--- config.mk ---
export PLATFORM = sky130hd
export DESIGN_NAME = vmf_ctrl
export DESIGN_NICKNAME = d
export VERILOG_FILES = /design/src/sv/vmf_pkg.sv /design/src/sv/vmf_ctrl.sv
export SDC_FILE = /design/constraint.sdc
export NUM_CORES = 1
export LEC_CHECK = 0
export ABC_AREA = 1
export BUFFER_PORTS_ARGS = -buffer_cell sky130_fd_sc_hd__buf_2
export CORE_MARGIN = 5
export CORE_UTILIZATION = 45
export CTS_CLUSTER_DIAMETER = 30
export CTS_CLUSTER_SIZE = 20
export DETAILED_ROUTE_END_ITERATION = 8
export HOLD_SLACK_MARGIN = 0.02
export PLACE_DENSITY = 0.77
export SLEW_MARGIN = 20
export SYNTH_ARGS = -nofsm -noshare
export SYNTH_HDL_FRONTEND = slang
export SYNTH_SLANG_ARGS = --single-unit
--- constraint.sdc ---
create_clock -name clk -period 2.8 [get_ports clk]
set_clock_uncertainty 0.2 [all_clocks]
set_input_delay 0.28 -clock clk [delete_from_list [all_inputs] [get_ports clk]]
set_output_delay 0.28 -clock clk [all_outputs]
set_load 0.01 [all_outputs]
--- src/sv/vmf_pkg.sv ---
// ----------------------------------------------------------------------------
// vmf_pkg
// types and constants shared by the vector median filter modules
// ----------------------------------------------------------------------------
package vmf_pkg;

    localparam int MAX_WIDTH  = 1024;
    localparam int MAX_HEIGHT = 4096;
    localparam int COL_W      = $clog2(MAX_WIDTH);
    localparam int ROW_W      = $clog2(MAX_HEIGHT);
    localparam int PIX_W      = 24;
    localparam int WIN_N      = 9;
    localparam int SUM_W      = 13;
    localparam int CFG_W      = 13;
    localparam int CFG_IDX_W  = 1;
    localparam int SQ_PIPE    = 3;

    localparam logic [CFG_IDX_W-1:0] REG_FRAME_WIDTH  = 1'd0;
    localparam logic [CFG_IDX_W-1:0] REG_FRAME_HEIGHT = 1'd1;

    typedef logic [PIX_W-1:0] pixel_t;

    typedef struct packed {
        logic [ROW_W-1:0] row;
        logic [COL_W-1:0] col;
        logic [7:0]       red;
        logic [7:0]       green;
        logic [7:0]       blue;
        logic             run_last;
    } result_t;

    // controller to datapath
    typedef struct packed {
        logic load;      // latch input pixel, read line stores
        logic capture;   // capture line store data into window
        logic clear_acc;
        logic acc;       // accumulate one distance term
        logic choose;    // finish one candidate
        logic [3:0] k;
        logic [3:0] c;
        logic store;     // write line stores, shift window
    } dp_cmd_t;

    // floor square root of an 18-bit value, upper result bits, returns {rem, root}
    function automatic logic [26:0] sqrt_hi(input logic [17:0] v);
        logic [17:0] rem;
        logic [8:0]  r;
        logic [17:0] trial;
        rem = v;
        r   = '0;
        for (int b = 8; b >= 5; b--)
        begin
            trial = ({9'd0, r} << (b + 1)) | (18'd1 << (2 * b));
            if (rem >= trial)
            begin
                rem = rem - trial;
                r   = r | (9'd1 << b);
            end
        end
        return {rem, r};
    endfunction

    // lower result bits of the same square root
    function automatic logic [8:0] sqrt_lo(input logic [17:0] rem_in, input logic [8:0] r_in);
        logic [17:0] rem;
        logic [8:0]  r;
        logic [17:0] trial;
        rem = rem_in;
        r   = r_in;
        for (int b = 4; b >= 0; b--)
        begin
            trial = ({9'd0, r} << (b + 1)) | (18'd1 << (2 * b));
            if (rem >= trial)
            begin
                rem = rem - trial;
                r   = r | (9'd1 << b);
            end
        end
        return r;
    endfunction

endpackage

--- src/sv/vmf_ctrl.sv ---
// ----------------------------------------------------------------------------
// vmf_ctrl
// sequencer: read line stores, sweep 81 distance terms on interior centers, emit results
// ----------------------------------------------------------------------------
module vmf_ctrl (
    input  logic                      clk,
    input  logic                      rst_n,
    input  logic                      in_valid,
    output logic                      in_ready,
    input  logic                      interior,
    input  logic                      res_done,
    output vmf_pkg::dp_cmd_t          cmd,
    output logic                      res_start
);
    import vmf_pkg::*;

    typedef enum logic [6:0] {
        S_IDLE  = 7'b0000001,
        S_READ  = 7'b0000010,
        S_CAPT  = 7'b0000100,
        S_SUM   = 7'b0001000,
        S_FLUSH = 7'b0010000,
        S_EMIT  = 7'b0100000,
        S_STORE = 7'b1000000
    } state_t;

    state_t     state_reg, state_next;
    logic [3:0] k_reg, k_next, c_reg, c_next;

    always_comb
    begin
        state_next    = state_reg;
        k_next        = k_reg;
        c_next        = c_reg;
        cmd           = '0;
        cmd.k         = k_reg;
        cmd.c         = c_reg;
        in_ready      = 1'b0;
        res_start     = 1'b0;
        case (state_reg)
            S_IDLE:
            begin
                in_ready = 1'b1;
                if (in_valid)
                begin
                    cmd.load   = 1'b1;
                    state_next = S_READ;
                end
            end
            S_READ:
                state_next = S_CAPT;
            S_CAPT:
            begin
                cmd.capture   = 1'b1;
                cmd.clear_acc = 1'b1;
                k_next        = '0;
                c_next        = '0;
                state_next    = interior ? S_SUM : S_EMIT;
            end
            S_SUM:
            begin
                cmd.acc = 1'b1;
                if (c_reg == 4'(WIN_N - 1))
                begin
                    cmd.choose = 1'b1;
                    c_next     = '0;
                    if (k_reg == 4'(WIN_N - 1))
                        state_next = S_FLUSH;
                    else
                        k_next = k_reg + 4'd1;
                end
                else
                    c_next = c_reg + 4'd1;
            end
            S_FLUSH:
            begin
                if (c_reg == 4'(SQ_PIPE - 1))
                begin
                    c_next     = '0;
                    state_next = S_EMIT;
                end
                else
                    c_next = c_reg + 4'd1;
            end
            S_EMIT:
            begin
                res_start  = 1'b1;
                state_next = S_STORE;
            end
            S_STORE:
            begin
                if (res_done)
                begin
                    cmd.store  = 1'b1;
                    state_next = S_IDLE;
                end
            end
            default:
                state_next = S_IDLE;
        endcase
    end

    always_ff @(posedge clk or negedge rst_n)
    begin
        if (!rst_n)
        begin
            state_reg <= S_IDLE;
            k_reg     <= '0;
            c_reg     <= '0;
        end
        else
        begin
            state_reg <= state_next;
            k_reg     <= k_next;
            c_reg     <= c_next;
        end
    end
endmodule

After elaboration in Yosys (flattened, before gate mapping)
Index checks and enable logic that the tools add are counted.
{ "word_totals": {"register_bits": 15, "wordCells": 47, "mem_count": 0, "romBits": 0, "ramBits": 0, "latch_bits": 0, "inputBits": 5} }
{ "op_classes": {"multipliers": 0, "n_shift": 0, "magnitude_cmp": 0, "n_mux": 22, "addsub": 2, "n_reduce_logical": 4, "eq_ne": 16, "bitwise": 0, "div_mod_pow": 0} }
{ "op_table": {"columns": ["op", "count"], "rows": [
  ["$pmux W7 S7", 1],
  ["$mux W7", 5],
  ["$mux W4", 4],
  ["$ne A2 B2 Y1 const B", 6],
  ["$pmux W4 S3", 1],
  ["$add A4 B1 Y4 const B", 2],
  ["$eq A4 B4 Y1 const B", 2],
  ["$pmux W4 S2", 1],
  ["$eq A7 B1 Y1 const B", 1],
  ["$eq A7 B2 Y1 const B", 1],
  ["$eq A7 B3 Y1 const B", 1],
  ["$eq A7 B4 Y1 const B", 1],
  ["$eq A7 B5 Y1 const B", 1],
  ["$eq A7 B6 Y1 const B", 1],
  ["$eq A7 B7 Y1 const B", 1],
  ["$mux W1", 7],
  ["$mux W6", 1],
  ["$reduce_and A5 Y1", 1],
  ["$eq A4 B2 Y1 const B", 1],
  ["$mux W2", 2],
  ["$reduce_and A3 Y1", 1],
  ["$reduce_bool A3 Y1", 1],
  ["$reduce_bool A2 Y1", 1]
]} }

Depth between registers and ports, before layout
Gate-level depths: netlist of the first run.
{ "logic_depth": {"ltp_word": 4, "mapped_depth": 8, "mapped_depth_nobuf": 8} }

Least setup slack after synthesis of the first run
OpenSTA, ideal clock, no wires.
{ "synth_timing": {"path_type": "register -> register", "start": "register c_reg[0]", "end": "register state_reg[5]", "setup_slack_ns": 1.296, "arrival_time_ns": 1.232, "path_buffers": 0, "synth_period_minus_slack_ns": 1.504, "path_stages_with_launch": 9, "t_required_ns": 2.529, "path_cell_list": "dfrtp_1 -> inv_1 -> ha_1 -> nand3_1 -> nand2_2 -> nand2_2 -> nor2_1 -> nand2_1 -> nor2_1"} }
{ "synth_between": {"elab_chain_cells": 3, "word_cells_on_any_way": 5} }
{ "synth_lines": {"columns": ["element", "line_no", "text"], "rows": [
  ["start, declared", "vmf_ctrl.sv:28", "logic [3:0] k_reg, k_next, c_reg, c_next;"],
  ["start signal, assigned", "vmf_ctrl.sv:115", "c_reg <= c_next;"],
  ["$eq A4 B2 Y1 or $eq A4 B4 Y1 (tied branches)", "vmf_ctrl.sv:77, vmf_ctrl.sv:63", null],
  ["$ne A2 B2 Y1 (no line)", null, null],
  ["$reduce_and A5 Y1 (no line) (*)", null, null],
  ["end signal, assigned", "vmf_ctrl.sv:113", "state_reg <= state_next;"],
  ["end, declared", "vmf_ctrl.sv:27", "state_t state_reg, state_next;"]
]} }
Every way passes the cells marked *; elsewhere a longest branch is shown, timed or not.
A chain may end at the register's enable or synchronous reset.

==> run summary, run 1 <==
maximum number of pins on one net before global-route repair: 16
nature of the critical path endpoint: output pin
mean number of vias per cell: 5.03
clock buffer count from CTS: 3
Static Leakage: 0.000603 uW
reg-to-reg critical path startpoint: state_reg[4]
most area-consuming cells after synthesis: sky130_fd_sc_hd__dfrtp_1 (36%), sky130_fd_sc_hd__nand3_1 (8.7%), sky130_fd_sc_hd__nand2_1 (7.3%), sky130_fd_sc_hd__inv_1 (6.5%), sky130_fd_sc_hd__ha_1 (6.4%)
initial standard-cell utilization of the core: 48.3%
number of hold violations in the final report: 0
post-placement setup slack: 1.11 ns
critical path type: flop to output pin
number of inserted diodes: 0
most frequent standard cell in the layout excluding fill and tap cells: sky130_fd_sc_hd__buf_2
Post-synth EDFFs: 0
register bit count reported by yosys: 15
mapped cell area: 977 um^2
max reg flops: 7
final worst slack: 0.786 ns
total number of clock tree sinks: 15
clock tree from TritonCTS: done
full die area: 3200 um^2
clock-pin slew reported for the worst setup and hold paths after clock tree synthesis: 0.09 ns
drt first pass iters: 4
pins over their slew limit: 0
Root Buffer Master: sky130_fd_sc_hd__clkbuf_4
R2R Path End: k_reg[2]
Syn Area/Cell: 7.76 um^2
area share of the largest cell type after synthesis: 35.9%
Hold Path Depth: 3
Slew headroom: 77.6%
chain of cells forming the critical path: inv_1 > nand3_4 > nor2_4 > inv_2 > nor2_2 > buf_2
flop2flop setup slack: 1.14 ns
Hold Crit Start: in_valid
slowest cell on the critical path: sky130_fd_sc_hd__dfrtp_1
fraction of final layout cells with drive strength greater than 1: 29.1%
Netlist cell types: 26
worst voltage drop across the vdd grid: 0.317 mV
worst-case hold path end point: state_reg[1]
level count of the clock H-tree: 1
overflow left after global routing: 0
setup repair after global routing missed its margin: no
total number of vias: 895
share of the clock period used by the worst path: 71.9%
result of the run: complete, no violations
Post-DP HPWL: 1690 um
Longest Clk Path Bufs: 2
post-detailed-route wirelength per cell: 12.2 um
startpoint class of the critical path: flop
die outline height: 56.6 um
Hold/Removal Path Class: input pin to flop
number of instances in the synthesized netlist: 126
share of synthesized flip-flops with an asynchronous set or reset: 100%
Placer Congestion: 0.826
Net Count, Synth: 136
ports placed on the boundary: 21
global-route wire length before repair: 3660 um
cell type with the highest aggregate area in the netlist: sky130_fd_sc_hd__dfrtp_1
achievable frequency: 497 MHz
setup tns final: 0 ns
Final ANT Viol Nets: 0
Skew-Pair Late Insertion Delay: 0.29 ns
number of violations reported at the end of detailed-routing iteration 0: 11
number of global-route vias before repair: 868
worst slack on hold paths: 0.0581 ns
Top delay family on crit path: simple AND/OR/NAND/NOR gates
P per Cell Area: 583 nW/um^2
maximum fanout count along the critical path: 7
max-cap check violation count: 0
Yosys warning count: 0
Util after Layout: 56.9%
transition time of the tightest slew-check pin: 0.336 ns
total buffers and inverters traversed by the critical path: 3
number of antenna violations at the first check in global routing: 0
synth-to-layout area growth: 17.8%
depth of the worst register-to-register path: 8
peak per-stage delay on the critical path: 0.41 ns
All-Layer GR Usage: 14.3%
number of remaining DRC errors: 0
leading cell types in the layout, fill and taps excluded: sky130_fd_sc_hd__buf_2 (20), sky130_fd_sc_hd__nand2_1 (19), sky130_fd_sc_hd__inv_1 (17), sky130_fd_sc_hd__nand3_1 (17), sky130_fd_sc_hd__dfrtp_1 (14)
required time of the worst setup path: 2.32 ns
number of input and output port buffers inserted: 20
Core Footprint: 2020 um^2
Die W: 56.6 um
min Tclk post-route: 2.01 ns
WP data arrival: 1.53 ns
total length of routed wires: 2170 um
final net count: 162
post-synthesis sequential area ratio: 38.5%
floorplan row count: 16
Final Setup Violations: 0
Most used DFF post-synth: sky130_fd_sc_hd__dfrtp_1
[stage by stage]
stage	total power, uW	instance area (um^2)	std cells
2_1_floorplan	472	977	126
3_3_place_gp	541	1100	172
3_5_place_dp	546	1100	172
4_1_cts	677	1150	178
5_1_grt	723	1150	178
6_report	671	1150	178
[what timing repair did]
action | in CTS | in global routing
hold buffers | 2 | 0
hold endpoints to repair | 16 | 0
setup buffers | 0 | 0
gates resized for setup | 0 | 0
endpoints found under the setup margin | 0 | 0
[Yosys cell counts (3+ instances only)]
cell and number:
sky130_fd_sc_hd__o21ai_0 4, sky130_fd_sc_hd__o21ai_1 3, sky130_fd_sc_hd__nor2_1 13, sky130_fd_sc_hd__nand2_1 19, sky130_fd_sc_hd__dfrtp_1 14, sky130_fd_sc_hd__ha_1 5, sky130_fd_sc_hd__nor2_4 3, sky130_fd_sc_hd__inv_1 17
sky130_fd_sc_hd__nor2_2 3, sky130_fd_sc_hd__nand3_1 17, sky130_fd_sc_hd__nand2_2 6, sky130_fd_sc_hd__inv_2 4
[cells by family after synthesis]
kind of cell	count (synthesis)	synth area share (%)
DFF	15	38.5
adders and majority gates	5	6.40
xor gates and xnor gates	3	2.69
buffers and inverters	22	8.83
AOI/OAI and AO/OA	10	5.38
and+or+nand+nor	71	38.2
[layout make-up]
class / count / area (um^2)
well taps: 27 / 33.8
fillers: 189 / 871
flip-flops and latches: 15 / 377
inverters: 21 / 78.8
clock inverters: 1 / 5.00
repair buffers: 22 / 120
multi-input cells: 89 / 514
clock buffers: 3 / 22.5
[report_power, final]
group | switching [uW] | total [uW] | internal [uW]
combinational | 171 | 263 | 91.4
clock | 73.5 | 127 | 53.2
sequential | 33.0 | 282 | 249
[tightest hold or removal path: stages]
cell	delay (ns)
sky130_fd_sc_hd__buf_2	0.10
sky130_fd_sc_hd__inv_1	0.08
sky130_fd_sc_hd__nor3_1	0.06
[routing by layer]
| metal | track usage [%] | up-vias | wire length [um] |
|---|---|---|---|
| met5 | 0 | - | 0 |
| met4 | 5.76 | 0 | 46 |
| met3 | 4.36 | 6 | 97 |
| met2 | 24.3 | 21 | 1110 |
| met1 | 16.7 | 417 | 915 |
| li1 | - | 451 | - |
[how the worst max path moves through the flow]
stage,from,end,slack [ns],depth (start not counted)
finish,state_reg[4],cmd[9],0.79,6
global route,state_reg[4],cmd[9],0.69,6
CTS,state_reg[4],cmd[9],0.77,6
detailed placement,state_reg[4],cmd[9],1.11,6
global placement,state_reg[4],cmd[9],1.14,6
floorplan,c_reg[0],state_reg[5],1.30,8
No activity file was read; power rests on OpenSTA's default activity.
==> inputs of run 2 (changes only) <==
--- a/config.mk
+++ b/config.mk
@@ -13,7 +13,7 @@
 export CTS_CLUSTER_SIZE = 20
 export DETAILED_ROUTE_END_ITERATION = 8
 export HOLD_SLACK_MARGIN = 0.02
-export PLACE_DENSITY = 0.77
+export PLACE_DENSITY = 0.8
 export SLEW_MARGIN = 20
 export SYNTH_ARGS = -nofsm -noshare
 export SYNTH_HDL_FRONTEND = slang
==> constraint.sdc (replaced) <==
create_clock -name clk -period 1.61 [get_ports clk]
set_clock_uncertainty 0.2 [all_clocks]
set_input_delay 0.161 -clock clk [delete_from_list [all_inputs] [get_ports clk]]
set_output_delay 0.161 -clock clk [all_outputs]
set_load 0.01 [all_outputs]
==> run 2 against run 1 <==
  * The flow now finishes with violations (setup timing)
  * Sequential power is 73% higher
  * Combinational power grew to 2.7 times the previous value
  * Register-to-register slack worse by 1.2 ns
  * Flip-flop and latch count stayed put
  * Clock power is 65% higher
  * Critical path type unchanged
==> run summary, run 2 (same netlist as run 1, synthesis figures left out) <==
worst voltage drop across the vdd grid: 0.644 mV
number of violations reported at the end of detailed-routing iteration 0: 20
number of inserted diodes: 0
level count of the clock H-tree: 1
maximum fanout count along the critical path: 3
number of global-route vias before repair: 975
Longest Clk Path Bufs: 2
Post-DP HPWL: 1740 um
Core Footprint: 2020 um^2
Final Setup Violations: 16
power dissipated by switching net loads: 572 uW
clock buffer count from CTS: 3
overflow left after global routing: 0
achievable frequency: 577 MHz
Top delay family on crit path: flip-flops
Total Power Consumption: 1400 uW
final worst slack: -0.124 ns
min Tclk post-route: 1.73 ns
number of hold violations in the final report: 0
fraction of final layout cells with drive strength greater than 1: 44.9%
clock-pin slew reported for the worst setup and hold paths after clock tree synthesis: 0.09 ns
drt first pass iters: 4
post-route non-filler standard cell count: 194
final net count: 178
die outline height: 56.6 um
sequential share of power: 35.1%
portion of total power attributed to combinational logic: 49.9%
global-route wire length before repair: 4040 um
peak per-stage delay on the critical path: 0.44 ns
chain of cells forming the critical path: inv_1 > nand3_2 > nor2_4 > inv_2 > nor2_4 > buf_6
floorplan row count: 16
Final ANT Viol Nets: 0
total number of clock tree sinks: 15
critical path type: flop to output pin
Die W: 56.6 um
total number of vias: 1,009
Hold/Removal Path Class: input pin to flop
WP data arrival: 1.37 ns
transition time of the tightest slew-check pin: 0.352 ns
initial standard-cell utilization of the core: 48.3%
startpoint class of the critical path: flop
share of total power consumed by net switching: 41.0%
number of antenna violations at the first check in global routing: 0
total buffers and inverters traversed by the critical path: 3
post-detailed-route wirelength per cell: 13.4 um
P per Cell Area: 1000 nW/um^2
pins over their slew limit: 0
number of remaining DRC errors: 0
All-Layer GR Usage: 16.0%
clock tree from TritonCTS: done
synth-to-layout area growth: 42.6%
mean number of vias per cell: 5.20
Skew-Pair Late Insertion Delay: 0.28 ns
result of the run: finished, violations left
Internal Pwr Total: 824 uW
max reg flops: 7
most repeated library cell on the critical path: sky130_fd_sc_hd__nor2_4
number of input and output port buffers inserted: 20
most frequent standard cell in the layout excluding fill and tap cells: sky130_fd_sc_hd__nand2_1
full die area: 3200 um^2
failing checks: setup timing
slowest cell on the critical path: sky130_fd_sc_hd__dfrtp_1
Static Leakage: 0.000705 uW
max-cap check violation count: 0
Placer Congestion: 0.834
setup repair after global routing missed its margin: yes
nature of the critical path endpoint: output pin
portion of total power attributed to the clock network: 15.0%
total length of routed wires: 2610 um
maximum number of pins on one net before global-route repair: 16
cell count after placement: 175
share of the clock period used by the worst path: 108%
Root Buffer Master: sky130_fd_sc_hd__clkbuf_4
required time of the worst setup path: 1.25 ns
Slew headroom: 76.5%
ports placed on the boundary: 21
leading cell types in the layout, fill and taps excluded: sky130_fd_sc_hd__nand2_1 (19), sky130_fd_sc_hd__buf_2 (17), sky130_fd_sc_hd__nand3_1 (14)
==> run 2: changes by cell type in the layout (fill, tap and decap cells not counted), moves of 4 or more <==
cell,before,now
sky130_fd_sc_hd__buf_6,0,5
sky130_fd_sc_hd__nor2_1,13,8
sky130_fd_sc_hd__nor2_4,3,7
sky130_fd_sc_hd__buf_4,0,12
sky130_fd_sc_hd__inv_1,17,13
==> run 2: metrics by stage <==
step,setup TNS [ns],util [%],worst slack (ns),area (um^2),hold slack (ns)
floorplan,0,-,0.106,977,-0.335
global placement,0,55.7,0.0404,1130,-0.123
detailed placement,0,55.7,0.0151,1130,-0.115
CTS,-0.723,63.6,-0.144,1290,0.0474
global route,-2.26,68.9,-0.197,1390,0.126
finish,-0.910,68.9,-0.124,1390,0.0769
==> run 2: routing by layer <==
metal / wire, um / GRT usage [%]
met5: 0 / 0
met4: 103 / 10.8
met3: 118 / 2.52
met2: 1350 / 28.7
met1: 1040 / 16.8
==> run 2: worst min-delay path, delay by kind of cell <==
kind	cells	cell delay (ns)
and+or+nand+nor	1	0.14
buffers and inverters	2	0.13
AOI/OAI and AO/OA	1	0.10
==> run 2: repair_timing <==
action | CTS | global route
hold buffers | 3 | 0
setup buffers | 9 | 3
setup endpoints to repair | 9 | 20
resized for setup | 11 | 19
hold endpoints to repair | 19 | 0
pin swaps | 3 | 6
gates cloned | 0 | 0
==> run 2: power by group through the flow <==
stage	logic [uW]	clock network [uW]	registers [uW]
floorplan	328	0	493
global placement	441	0	491
detailed placement	462	0	495
CTS	568	219	482
global route	755	232	497
finish	697	210	489
==> run 2: cell type report <==
cell class / instances / area (um^2)
clock buffers: 3 / 22.5
clock inverters: 1 / 5.00
fillers: 172 / 628
inverters: 21 / 81.3
multi-input cells: 89 / 592
flip-flops and latches: 15 / 378
well taps: 27 / 33.8
repair buffers: 38 / 282
==> run 2: worst paths after layout <==
path,slack [ns],endpoint,from,cells past startpoint
hold / removal,0.08,state_reg[6],res_done,4
min in group asynchronous,0.10,c_reg[2],rst_n,2
setup / recovery,-0.12,cmd[9],state_reg[2],6
max in group asynchronous,0.81,state_reg[0],rst_n,2
setup reg to reg,-0.06,state_reg[3],state_reg[0],8
hold reg to reg,0.37,k_reg[0],k_reg[0],3
